--- src/rtl/dgc_pkg.sv ---
// dimmer gesture control package: word types, state type, scaling constants
// and the divide-by-4095 helper used by the rule stage
// no dependencies
`timescale 1ns / 1ps

package dgc_pkg;

	// configuration register indexes
	localparam logic CFG_MIN_LEVEL = 1'b0;
	localparam logic CFG_MAX_LEVEL = 1'b1;

	// reset values
	localparam logic [7:0]  MIN_LEVEL_RST    = 8'd1;
	localparam logic [7:0]  MAX_LEVEL_RST    = 8'd255;
	localparam logic [10:0] BLINK_PERIOD_RST = 11'd1000;
	localparam logic [6:0]  FADE_PERIOD_RST  = 7'd12;

	// mapping constants
	localparam logic [10:0] BLINK_LO      = 11'd200;
	localparam logic [10:0] BLINK_HI      = 11'd2000;
	localparam logic [10:0] BLINK_SPAN    = 11'd1800;
	localparam logic [6:0]  FADE_LO       = 7'd8;
	localparam logic [3:0]  FADE_SPAN     = 4'd10;
	localparam logic [6:0]  FADE_TOP_STEP = 7'd17;
	localparam logic [6:0]  FADE_SLOWEST  = 7'd64;

	// input word
	typedef struct packed {
		logic        short_press;
		logic        long_press;
		logic        double_click;
		logic        triple_click;
		logic [11:0] pot_reading;
	} dgc_item_t;

	// result word
	typedef struct packed {
		logic [7:0]  level;
		logic        blinking;
		logic [10:0] blink_period;
		logic [6:0]  fade_period;
	} dgc_result_t;

	// per-led state
	typedef struct packed {
		logic [7:0]  level;
		logic        blink_on;
		logic        tune_level;
		logic        tune_blink;
		logic        tune_fade;
		logic [10:0] blink_period;
		logic [6:0]  fade_period;
	} dgc_state_t;

	// gestures plus the undivided products of the three linear maps
	typedef struct packed {
		logic        short_press;
		logic        long_press;
		logic        double_click;
		logic        triple_click;
		logic        level_desc;
		logic [19:0] level_prod;
		logic [22:0] blink_prod;
		logic [15:0] fade_prod;
	} dgc_prod_t;

	// floor(x / 4095), exact while the quotient stays below 2048
	function automatic logic [10:0] div_pot_full(input logic [22:0] x);
		logic [23:0] sum;
		sum = {1'b0, x} + {13'd0, x[22:12]} + 24'd1;
		return sum[22:12];
	endfunction

endpackage

--- src/rtl/led_dimmer_gesture_control_unit.sv ---
// dimmer gesture control top level: configuration registers, product
// register, state and result register; uses dgc_pkg, dgc_scale, dgc_rules
`timescale 1ns / 1ps

// Takes one gesture word per clock and returns one result word per word
// taken, in order. The first register holds the gestures with the pot
// products (one 12x8 multiply and two constant multiplies), the second is
// the result register, loaded together with the led state after the
// divide-by-4095 and the gesture rules. The input side stalls only while
// both registers are full and the result is stalled. min_level and
// max_level are written through the plain write port while idle; the user
// must keep to this, as the block itself does not enforce it.
module led_dimmer_gesture_control_unit import dgc_pkg::*; (
	input  logic        clk,
	input  logic        arst_n,
	input  logic        cfg_we,
	input  logic        cfg_index,
	input  logic [7:0]  cfg_data,
	input  logic        item_valid,
	output logic        item_stall,
	input  dgc_item_t   item_word,
	output logic        result_valid,
	input  logic        result_stall,
	output dgc_result_t result_word
);

	logic [7:0]  min_level_q;
	logic [7:0]  max_level_q;
	logic        valid_s1;
	dgc_prod_t   prod_s1;
	dgc_prod_t   prod;
	dgc_state_t  state_q;
	dgc_state_t  next_state;
	dgc_result_t result_q;
	logic        advance;

	// configuration registers
	always_ff @(posedge clk or negedge arst_n) begin
		if (!arst_n) begin
			min_level_q <= MIN_LEVEL_RST;
			max_level_q <= MAX_LEVEL_RST;
		end else if (cfg_we) begin
			unique case (cfg_index)
				CFG_MIN_LEVEL: min_level_q <= cfg_data;
				CFG_MAX_LEVEL: max_level_q <= cfg_data;
				default: ;
			endcase
		end
	end

	// flow control
	assign advance    = !result_valid || !result_stall;
	assign item_stall = valid_s1 && !advance;

	// products of the incoming word
	dgc_scale u_scale (
		.item      (item_word),
		.min_level (min_level_q),
		.max_level (max_level_q),
		.prod      (prod)
	);

	// product register
	always_ff @(posedge clk or negedge arst_n) begin
		if (!arst_n) begin
			valid_s1 <= 1'b0;
		end else if (!item_stall) begin
			valid_s1 <= item_valid;
		end
	end

	always_ff @(posedge clk) begin
		if (item_valid && !item_stall) begin
			prod_s1 <= prod;
		end
	end

	// divide and gesture rules
	dgc_rules u_rules (
		.prod       (prod_s1),
		.state      (state_q),
		.min_level  (min_level_q),
		.max_level  (max_level_q),
		.next_state (next_state)
	);

	// led state
	always_ff @(posedge clk or negedge arst_n) begin
		if (!arst_n) begin
			state_q <= '{level: 8'd0, blink_on: 1'b0, tune_level: 1'b0,
			             tune_blink: 1'b0, tune_fade: 1'b0,
			             blink_period: BLINK_PERIOD_RST, fade_period: FADE_PERIOD_RST};
		end else if (valid_s1 && advance) begin
			state_q <= next_state;
		end
	end

	// result register
	always_ff @(posedge clk or negedge arst_n) begin
		if (!arst_n) begin
			result_valid <= 1'b0;
		end else if (advance) begin
			result_valid <= valid_s1;
		end
	end

	always_ff @(posedge clk) begin
		if (valid_s1 && advance) begin
			result_q.level        <= next_state.level;
			result_q.blinking     <= next_state.blink_on;
			result_q.blink_period <= next_state.blink_period;
			result_q.fade_period  <= next_state.fade_period;
		end
	end

	assign result_word = result_q;

	// at most one tuning mode at a time
	a_one_tuning: assert property (@(posedge clk) disable iff (!arst_n)
		$onehot0({state_q.tune_level, state_q.tune_blink, state_q.tune_fade}))
		else $error("more than one tuning mode active");

	// blink interval stays within its range
	a_blink_range: assert property (@(posedge clk) disable iff (!arst_n)
		(state_q.blink_period >= BLINK_LO) && (state_q.blink_period <= BLINK_HI))
		else $error("blink period out of range");

	// fade interval is a fast step or the slowest setting
	a_fade_range: assert property (@(posedge clk) disable iff (!arst_n)
		((state_q.fade_period >= FADE_LO) && (state_q.fade_period <= FADE_TOP_STEP))
		|| (state_q.fade_period == FADE_SLOWEST))
		else $error("fade period out of range");

	// state changes only when a word moves into the result register
	a_state_hold: assert property (@(posedge clk) disable iff (!arst_n)
		!(valid_s1 && advance) |=> $stable(state_q))
		else $error("led state changed without a word");

endmodule

--- src/rtl/dgc_scale.sv ---
// dimmer gesture control product stage: multiplies the pot sample, or its
// complement, by the span of each linear map; uses dgc_pkg
`timescale 1ns / 1ps

module dgc_scale import dgc_pkg::*; (
	input  dgc_item_t  item,
	input  logic [7:0] min_level,
	input  logic [7:0] max_level,
	output dgc_prod_t  prod
);

	logic [7:0]  level_mag;
	logic        level_desc;
	logic [11:0] pot_inv;

	// magnitude and direction of the brightness span
	always_comb begin
		level_desc = min_level > max_level;
		level_mag  = level_desc ? (min_level - max_level) : (max_level - min_level);
	end

	// 4095 - pot is the bitwise complement of a 12-bit value
	assign pot_inv = ~item.pot_reading;

	// products, divided later
	always_comb begin
		prod.short_press  = item.short_press;
		prod.long_press   = item.long_press;
		prod.double_click = item.double_click;
		prod.triple_click = item.triple_click;
		prod.level_desc   = level_desc;
		prod.level_prod   = {8'd0, item.pot_reading} * {12'd0, level_mag};
		prod.blink_prod   = {11'd0, pot_inv} * {12'd0, BLINK_SPAN};
		prod.fade_prod    = {4'd0, pot_inv} * {12'd0, FADE_SPAN};
	end

endmodule

--- src/rtl/dgc_rules.sv ---
// dimmer gesture control rule stage: finishes the linear maps and applies
// the gesture rules in order to give the next state; uses dgc_pkg
`timescale 1ns / 1ps

module dgc_rules import dgc_pkg::*; (
	input  dgc_prod_t  prod,
	input  dgc_state_t state,
	input  logic [7:0] min_level,
	input  logic [7:0] max_level,
	output dgc_state_t next_state
);

	logic [10:0] level_q;
	logic [10:0] blink_q;
	logic [10:0] fade_q;
	logic [7:0]  tuned_level;
	logic [10:0] tuned_blink;
	logic [6:0]  fade_raw;
	logic [6:0]  tuned_fade;

	// divide each product by 4095
	always_comb begin
		level_q = div_pot_full({3'd0, prod.level_prod});
		blink_q = div_pot_full(prod.blink_prod);
		fade_q  = div_pot_full({7'd0, prod.fade_prod});
	end

	// mapped values; the brightness map stays between the two limits
	always_comb begin
		tuned_level = prod.level_desc ? (min_level - level_q[7:0])
		                              : (min_level + level_q[7:0]);
		tuned_blink = blink_q + BLINK_LO;
		fade_raw    = {3'd0, fade_q[3:0]} + FADE_LO;
		tuned_fade  = (fade_raw > FADE_TOP_STEP) ? FADE_SLOWEST : fade_raw;
	end

	// gesture rules, each seeing the state left by the previous one
	always_comb begin
		next_state = state;
		if (prod.short_press) begin
			next_state.tune_level = 1'b0;
			next_state.tune_blink = 1'b0;
			next_state.tune_fade  = 1'b0;
			if (!next_state.blink_on) begin
				next_state.level = (next_state.level != max_level) ? max_level : 8'd0;
			end else begin
				next_state.blink_on = 1'b0;
				next_state.level    = max_level;
			end
		end
		if (prod.long_press) begin
			if (!next_state.tune_level) begin
				next_state.tune_blink = 1'b0;
				next_state.tune_fade  = 1'b0;
				next_state.blink_on   = 1'b0;
				next_state.tune_level = 1'b1;
			end else begin
				next_state.tune_level = 1'b0;
				next_state.tune_blink = 1'b0;
				next_state.tune_fade  = 1'b0;
				next_state.level      = 8'd0;
			end
		end
		if (next_state.tune_level) begin
			next_state.level = tuned_level;
		end
		// blink start from either multi-click
		if (prod.double_click || prod.triple_click) begin
			next_state.tune_level = 1'b0;
			next_state.tune_blink = 1'b0;
			next_state.tune_fade  = 1'b0;
			if (!next_state.blink_on) begin
				if (next_state.level == 8'd0) begin
					next_state.level = max_level;
				end
				next_state.blink_on = 1'b1;
			end
		end
		if (prod.double_click) begin
			next_state.tune_blink = 1'b1;
		end
		if (next_state.tune_blink) begin
			next_state.blink_period = tuned_blink;
		end
		// triple click wins over double click
		if (prod.triple_click) begin
			next_state.tune_blink = 1'b0;
			next_state.tune_fade  = 1'b1;
		end
		if (next_state.tune_fade) begin
			next_state.fade_period = tuned_fade;
		end
	end

endmodule

--- config.mk ---
export PLATFORM = sky130hd
export DESIGN_NAME = led_dimmer_gesture_control_unit
export DESIGN_NICKNAME = d
export VERILOG_FILES = /design/src/rtl/dgc_pkg.sv /design/src/rtl/led_dimmer_gesture_control_unit.sv /design/src/rtl/dgc_scale.sv /design/src/rtl/dgc_rules.sv
export SDC_FILE = /design/constraint.sdc
export NUM_CORES = 1
export LEC_CHECK = 0
export BUFFER_PORTS_ARGS = -buffer_cell sky130_fd_sc_hd__buf_2
export CORE_MARGIN = 3
export CORE_UTILIZATION = 61
export CTS_CLUSTER_DIAMETER = 120
export CTS_CLUSTER_SIZE = 14
export DETAILED_ROUTE_END_ITERATION = 6
export PLACE_DENSITY = 0.89
export SKIP_LAST_GASP = 1
export SLEW_MARGIN = 40
export SYNTH_ARGS = -nofsm -noshare
export SYNTH_HDL_FRONTEND = slang
export SYNTH_SLANG_ARGS = --single-unit
export TNS_END_PERCENT = 5
--- constraint.sdc ---
create_clock -name clk -period 9.7 [get_ports clk]
set_input_delay 1.94 -clock clk [delete_from_list [all_inputs] [get_ports clk]]
set_output_delay 1.94 -clock clk [all_outputs]
set_load 0.01 [all_outputs]
== Word-level counts from Yosys, hierarchy flattened ==
Cells that the tools add are included.

* Memories kept: 0
* ROM bits: 0
* Memory bits (writable): 0
* Bits in latches: 0
* Output and inout port bits: 29
* Input port bits: 30
* Word-level logic and storage cells: 73
* Register bits: 135

* Divide/modulo/power cells: 0
* Reduce and logical (&&, ||, !) cells: 12
* Shift operators: 0
* Magnitude comparators: 2
* Multipliers: 3
* Bitwise gates (word level): 2
* Multiplexer cells: 18
* $add $sub $neg: 12
* Equal/unequal tests: 1

{| class="wikitable"
|+ Operators with widths
! cell !! number
|-
| 2-to-1 mux 8 bit || 7
|-
| 2-to-1 mux 12 bit || 3
|-
| subtractor 8 bit || 3
|-
| adder 23 x 1 -> 23 bit (second input constant) || 1
|-
| adder 23 x 11 -> 23 bit || 1
|-
| adder 20 x 1 -> 20 bit (second input constant) || 1
|-
| adder 20 x 8 -> 20 bit || 1
|-
| multiplier 12 x 8 -> 20 bit || 1
|-
| multiplier 12 x 8 -> 20 bit (second input constant) || 1
|-
| adder 16 x 1 -> 16 bit (second input constant) || 1
|-
| adder 16 x 4 -> 16 bit || 1
|-
| multiplier 12 x 3 -> 15 bit (second input constant) || 1
|-
| 2-to-1 mux 7 bit || 2
|-
| NOT 12 bit || 1
|-
| adder 11 x 8 -> 11 bit (second input constant) || 1
|-
| 2-to-1 mux 11 bit || 1
|-
| 2-to-1 mux 9 bit || 1
|-
| adder 8 bit || 1
|-
| > comparator 8 bit || 1
|-
| logical NOT 8 bit || 1
|-
| != test 8 bit || 1
|-
| > comparator 7 x 5 -> 1 bit (second input constant) || 1
|-
| adder 4 x 4 -> 5 bit (second input constant) || 1
|-
| logical NOT 1 bit || 4
|-
| 7 further kinds || 12
|}

== Longest topological paths before layout ==
Gate-level depths: netlist of the first run.

* Depth after elaboration: 14
* Mapped depth: 31

== Cells and area by module ==
A second synthesis of the first run with hierarchy kept.

* Cells, all modules: 1223
* Area total of the unflattened synthesis: 12821.0 sq um

{| class="wikitable"
|+ Modules (own cells, without submodules)
! module !! cells each !! times used !! area each (sq um) !! sequential area each (sq um)
|-
| dgc_scale || 730 || 1 || 6154.7 || 0.0
|-
| led_dimmer_gesture_control_unit || 197 || 1 || 4574.4 || 3955.0
|-
| dgc_rules || 296 || 1 || 2092.0 || 0.0
|}

== Least setup slack after synthesis of the first run ==
OpenSTA, ideal clock, no wires.

* Path kind: reg2reg
* Start: reg max_level_q[0]
* End: reg prod_s1[57] (netlist bit), data pin
* Slack: 2584 ps
* Arrival: 6859 ps
* Buffers on the path: 1
* Cell stages (with the launch flop): 30
* Setup time: 258 ps
* Cell sequence: dfstp_2 > ha_1 > inv_1 > fa_1 > a21o_1 > a21oi_1 > o21ai_1 > nand2_1 > inv_2 > or3_1 > a31oi_1 > xnor2_1 > clkbuf_1 > nand2_1 > fa_1 > fa_1 > inv_1 > fa_1 > inv_1 > fa_1 > inv_1 > ha_1 > or2_2 > a21oi_1 > a211oi_1 > nor2_1 > a211o_1 > o31ai_1 > a21oi_1 > xnor2_1

{| class="wikitable"
|+ RTL lines
! item !! RTL line !! source
|-
| start: declaration || led_dimmer_gesture_control_unit.sv:28 || <nowiki>logic [7:0] max_level_q;</nowiki>
|-
| start signal: assignment || led_dimmer_gesture_control_unit.sv:45 || <nowiki>CFG_MAX_LEVEL: max_level_q <= cfg_data;</nowiki>
|-
| end signal: assignment || led_dimmer_gesture_control_unit.sv:74 || <nowiki>prod_s1 <= prod;</nowiki>
|-
| end: declaration || led_dimmer_gesture_control_unit.sv:30 || <nowiki>dgc_prod_t prod_s1;</nowiki>
|}

==> impl_metrics.json, run 1 <==
{
  "outcome": "finished clean",
  "synth_top_family_by_area": "adder cells",
  "r2r_end": "prod_s1[57]",
  "async_flop_share_pct": 36.1,
  "cp-startpoint": "max_level_q[0]",
  "worstSetupEndpoint": "prod_s1[57]",
  "row_count": 50,
  "htreeDepth": 4,
  "wl_per_cell_um": 17.5,
  "hold_buffers": 0,
  "cts.sinks": 133,
  "fin_skew_ps": 10.4,
  "post_synth_instance_area_mm2": 0.0120,
  "worst_path_max_delay_cell": "dfstp_2",
  "final_common_cell": "ha_1",
  "antenna_found_initial": 0,
  "nets": 1521,
  "ys_seq_area_share_pct": 31.4,
  "io_pins": 59,
  "io_buffers": 58,
  "grt_pass1_wl_um": 45000,
  "routed_wl_um": 26900,
  "syn2layout_area_growth_pct": 9.48,
  "dp_hpwl_um": 20400,
  "clock_latency_ps": 430,
  "period_share_pct": 81.9,
  "ys_ff_latch": 133,
  "cts_buffer_depth": 2,
  "holdCritPathClass": "reg -> reg",
  "via_per_inst": 5.97,
  "min_period_ps": 7950,
  "avgSynthCellArea_um2": 9.99,
  "route.detailed.drc": 0,
  "max_stage_delay_ps": 570,
  "fin_tns_setup_ps": 0,
  "synthAdderAreaFrac_pct": 29.0,
  "grt_setup_unrepaired": "false",
  "synth_edf_count": 85,
  "drive_gt1_share_pct": 12.1,
  "synthFlopType": "edfxtp_1",
  "required_ps": 9890,
  "reg2reg_depth": 28,
  "max_cap_viol_count": 0,
  "synth_compound_area_share_pct": 13.1,
  "cpMostUsedCell": "fa_1",
  "gp_congestion": 0.892,
  "ys_types": 74,
  "firstDrtPassIters": 7,
  "tritoncts": "built",
  "grt_overflow_total": 0,
  "yosys.area_share.simple_pct": 13.3,
  "start_util_pct": 63.2,
  "setup_violations": 0,
  "endpoint_kind": "flip-flop",
  "cts_resized": 0,
  "worst_slew_pin_slew_ps": 762,
  "fmax_mhz": 126,
  "ant_nets": 0,
  "synthXorXnorAreaFrac_pct": 5.82,
  "most-common-layout-cells": "ha_1, inv_1, nand2_1, edfxtp_1, fa_1",
  "cts_buffers": 17,
  "critPathLaunchType": "flip-flop",
  "grt_max_degree": 59,
  "drv_slew": 0,
  "cts-root-buf": "clkbuf_16",
  "die_y_um": 146,
  "grt_usage_pct": 25.7,
  "die_w_um": 146,
  "slew_headroom_pct": 48.9,
  "vias": 9155,
  "synth_warnings": 0,
  "worstPathMaxFanout": 12,
  "cts_setup_buffers": 0,
  "antenna_cells": 0,
  "syn-num-nets": 1465,
  "path_class": "reg -> reg",
  "r2r-start": "max_level_q[0]",
  "coreArea_mm2": 0.0190,
  "dieArea_mm2": 0.0214,
  "first_iter_violations": 663,
  "r2r_slack_ps": 1750,
  "cts.clk_slew.worst_paths_ps": 60,
  "syn_inst": 1204,
  "cp_data_arrival_time_ps": 8140,
  "synth_mux_area_share_pct": 1.72,
  "hold_viol_final": 0,
  "first_global_vias": 9477
}
-- registers in the layout, summed over array words and instances (netlist names) --
register      count
state_q          30
result_word      27
min_level_q       8
result_valid      1
valid_s1          1
prod_s1          58
max_level_q       8
-- synthesized netlist by cell type, drive strengths merged (14+ instances only) --
cell type,n,area (um^2)
ha,151,1890
edfxtp,85,2550
clkbuf,22,82.6
dfrtp,31,776
inv,148,556
nor2,75,282
nand3,20,100
o21ai,54,270
xnor2,54,480
nand2,101,379
a21oi,71,393
and2,53,332
nor3,24,120
dfstp,17,447
nor2b,14,87.6
fa,80,1600
xor2,25,219
-- stage by stage --
step | setup slack [ps] | util [%] | cell area, um^2 | instances | hold slack [ps]
after detailed placement | 1700 | 66.2 | 12600 | 1501 | 463
after floorplan | 2580 | - | 12000 | 1204 | 444
after global placement | 2050 | 66.0 | 12600 | 1501 | 460
after global routing | 1350 | 69.2 | 13200 | 1533 | 499
after CTS | 1530 | 69.1 | 13100 | 1533 | 474
final | 1750 | 69.2 | 13200 | 1533 | 474
-- cell type report --
| type | count | area, um^2 |
|---|---|---|
| well taps | 260 | 325 |
| flip-flops and latches | 133 | 3770 |
| inverters | 148 | 556 |
| repair buffers | 62 | 320 |
| multi-input cells | 898 | 7630 |
| fillers | 1394 | 5850 |
| clock inverters | 13 | 113 |
| clock buffers | 19 | 443 |
-- how the worst min path moves through the flow --
stage,to,cells after the start,from
final,state_q[2],2,state_q[2]
after global routing,state_q[10],2,state_q[10]
after CTS,state_q[2],2,state_q[2]
after detailed placement,state_q[5],1,state_q[5]
after global placement,state_q[1],2,state_q[1]
after floorplan,state_q[5],1,state_q[5]
-- layer usage --
layer	vias to the layer above	share of wire [%]	wire length [um]	GRT usage (%)
met1	4441	41	11000	31.9
met4	0	3.3	888	11.2
met2	367	50	13400	44.2
met3	76	5.9	1580	4.59
met5	-	0	0	0
li1	4271	-	-	-
-- logic make-up (layout without fill, tap and decap cells) --
| kind of cell | after synthesis | after routing |
|---|---|---|
| AND/OR/NAND/NOR | 332 | 332 |
| AO/OA/AOI/OAI | 237 | 237 |
| adder cells (fa/ha/maj) | 231 | 231 |
| buffers and inverters | 173 | 242 |
| flip-flops | 133 | 133 |
| XOR/XNOR | 79 | 79 |
| multiplexers | 19 | 19 |
-- critical path: cells and delay by family (launching register included) --
family / cells / cell delay, ps
adders and majority gates: 7 / 2990
AOI/OAI and AO/OA: 10 / 2520
and+or+nand+nor: 4 / 640
xor gates and xnor gates: 2 / 600
DFF: 1 / 570
buffers and inverters: 5 / 350
Power of run 1 is not shown: default switching activity piles up to over one toggle a cycle in this logic, so the estimate is an artifact.
==> run 2, diff against run 1 <==
Settings changed: ABC_AREA from default to 1.
Clock period 9.7 ns to 8.1 ns, I/O delays scaled along.
==> run 2 against run 1 <==
Cell area is 3.8% higher; via count is 13% higher; clock-buffer cell count is 2 lower; critical path depth is 1 higher; hold slack better by 4.3 ps; worst setup slack worse by 360 ps; highest routed layer unchanged.
==> impl_metrics.json, run 2 <==
{
  "final_common_cell": "nand2_1",
  "critPathLaunchType": "flip-flop",
  "synth_warnings": 0,
  "syn2layout_area_growth_pct": 9.39,
  "first_iter_violations": 811,
  "outcome": "finished clean",
  "cts-root-buf": "clkbuf_16",
  "cts_setup_buffers": 0,
  "firstDrtPassIters": 7,
  "grt_overflow_total": 0,
  "synthTopCellsByArea": "edfxtp_1, ha_1, fa_1, nand2_1, inv_1",
  "dieArea_mm2": 0.0222,
  "hold_buffers": 0,
  "largest_register": "prod_s1",
  "coreArea_mm2": 0.0198,
  "fin_cells": 1861,
  "synthFlopType": "edfxtp_1",
  "antenna_cells": 0,
  "pre_cts_ws_ps": 1360,
  "dp_cells": 1829,
  "cts.clk_slew.worst_paths_ps": 60,
  "largest_reg_flops": 58,
  "wl_per_cell_um": 15.3,
  "ant_nets": 0,
  "routed_wl_um": 28400,
  "cts_resized": 0,
  "ys_seq_area_share_pct": 30.2,
  "fin_tns_setup_ps": 0,
  "gp_congestion": 0.949,
  "most-common-layout-cells": "nand2_1, inv_1, nor2_1, ha_1, edfxtp_1",
  "max_stage_delay_ps": 600,
  "post_synth_instance_area_mm2": 0.0125,
  "fin_skew_ps": 7.23,
  "period_share_pct": 82.8,
  "grt_max_degree": 59,
  "cts_buffer_depth": 2,
  "drv_slew": 0,
  "clock_latency_ps": 430,
  "nets": 1844,
  "fmax_mhz": 149,
  "drive_gt1_share_pct": 8.71,
  "synth_top_area_cell": "edfxtp_1",
  "slew_headroom_pct": 50.5,
  "worst_slack_ps": 1390,
  "vias": 10400,
  "grt_setup_unrepaired": "false",
  "dp_hpwl_um": 21700,
  "cts_buffers": 17,
  "synth_top_area_share_pct": 20.4,
  "io_buffers": 58,
  "syn_inst": 1517,
  "synth_edf_count": 85,
  "io_pins": 59,
  "max_cap_viol_count": 0,
  "async_flop_share_pct": 36.1,
  "required_ps": 8280,
  "die_w_um": 149,
  "setup_violations": 0,
  "hold_viol_final": 0,
  "worstPathMaxFanout": 10,
  "grt_usage_pct": 26.8,
  "via_per_inst": 5.57,
  "synth.most_common_cell": "nand2_1",
  "syn-num-nets": 1778,
  "avgSynthCellArea_um2": 8.24,
  "path_class": "reg -> reg",
  "die_y_um": 149,
  "tritoncts": "built",
  "antenna_found_initial": 0,
  "min_period_ps": 6710,
  "ys_types": 53,
  "utilization_pct": 69.1,
  "route.detailed.drc": 0,
  "htreeDepth": 4,
  "grt_pass1_wl_um": 48200,
  "start_util_pct": 63.2,
  "cts.sinks": 133,
  "worst_path_max_delay_cell": "dfstp_2",
  "row_count": 51,
  "first_global_vias": 10300,
  "synth_common_cells": "nand2_1, inv_1, nor2_1, ha_1, edfxtp_1",
  "ys_ff_latch": 133,
  "endpoint_kind": "flip-flop",
  "cp_data_arrival_time_ps": 6890,
  "worst_slew_pin_slew_ps": 742,
  "holdCritPathClass": "reg -> reg"
}
-- run 2: cell count changes in the layout (fill, tap and decap cells not counted), sizes merged, moves of 11 or more --
cell    before  now
nand3       20   61
and2        53    3
mux2        13    0
xnor2       54   14
nand2      101  353
nor3        24   11
nor2b       14    0
nor2        75  159
nand4        9   20
o21ai       54   74
nand2b      13    1
inv        155  283
xor2        25   48
-- run 2: final cells by class --
| type | instances | area [um^2] |
|---|---|---|
| clock buffers | 17 | 425 |
| clock inverters | 15 | 163 |
| fillers | 1503 | 6110 |
| inverters | 279 | 1050 |
| multi-input cells | 1091 | 7610 |
| flip-flops and latches | 133 | 3770 |
| well taps | 265 | 332 |
| repair buffers | 61 | 313 |
-- run 2: final timing paths --
kind,slack (ps),startpoint,cells past startpoint,end
setup / recovery,1390,max_level_q[0],29,prod_s1[57]
hold / removal,480,state_q[17],2,state_q[17]
setup reg to reg,1390,max_level_q[0],29,prod_s1[57]
hold reg to reg,480,state_q[17],2,state_q[17]
max in group asynchronous,6370,arst_n,2,min_level_q[7]
min in group asynchronous,1280,arst_n,2,result_valid
-- run 2: logic make-up (layout without fill, tap and decap cells) --
kind of cell,Yosys count,count (layout),synth area share (%)
muxes,2,2,0.160
xor gates and xnor gates,62,62,4.53
adders and majority gates,231,231,27.9
buffers and inverters,293,372,8.93
and+or+nand+nor,618,618,20.3
AOI/OAI and AO/OA,178,178,7.91
DFF,133,133,30.2
-- run 2: layer usage --
layer	track usage [%]	part of all wire, %
met1	35.3	42
met2	44.7	48
met3	5.53	8.2
met4	8.51	2.3
met5	0	0
-- run 2: stage by stage --
stage / area, um^2 / hold WS, ps
floorplan: 12500 / 442
CTS: 13700 / 483
global route: 13700 / 498
global placement: 13100 / 455
finish: 13700 / 478
detailed placement: 13100 / 466
-- run 2: worst max-delay path: cells and delay by family, from the launching register on --
kind / cells / cell delay [ps]
DFF: 1 / 600
adders and majority gates: 7 / 3010
and+or+nand+nor: 10 / 1070
buffers and inverters: 5 / 320
muxes: 1 / 350
xor gates and xnor gates: 2 / 600
AOI/OAI and AO/OA: 4 / 520
Power of run 2 is left out for the same reason.
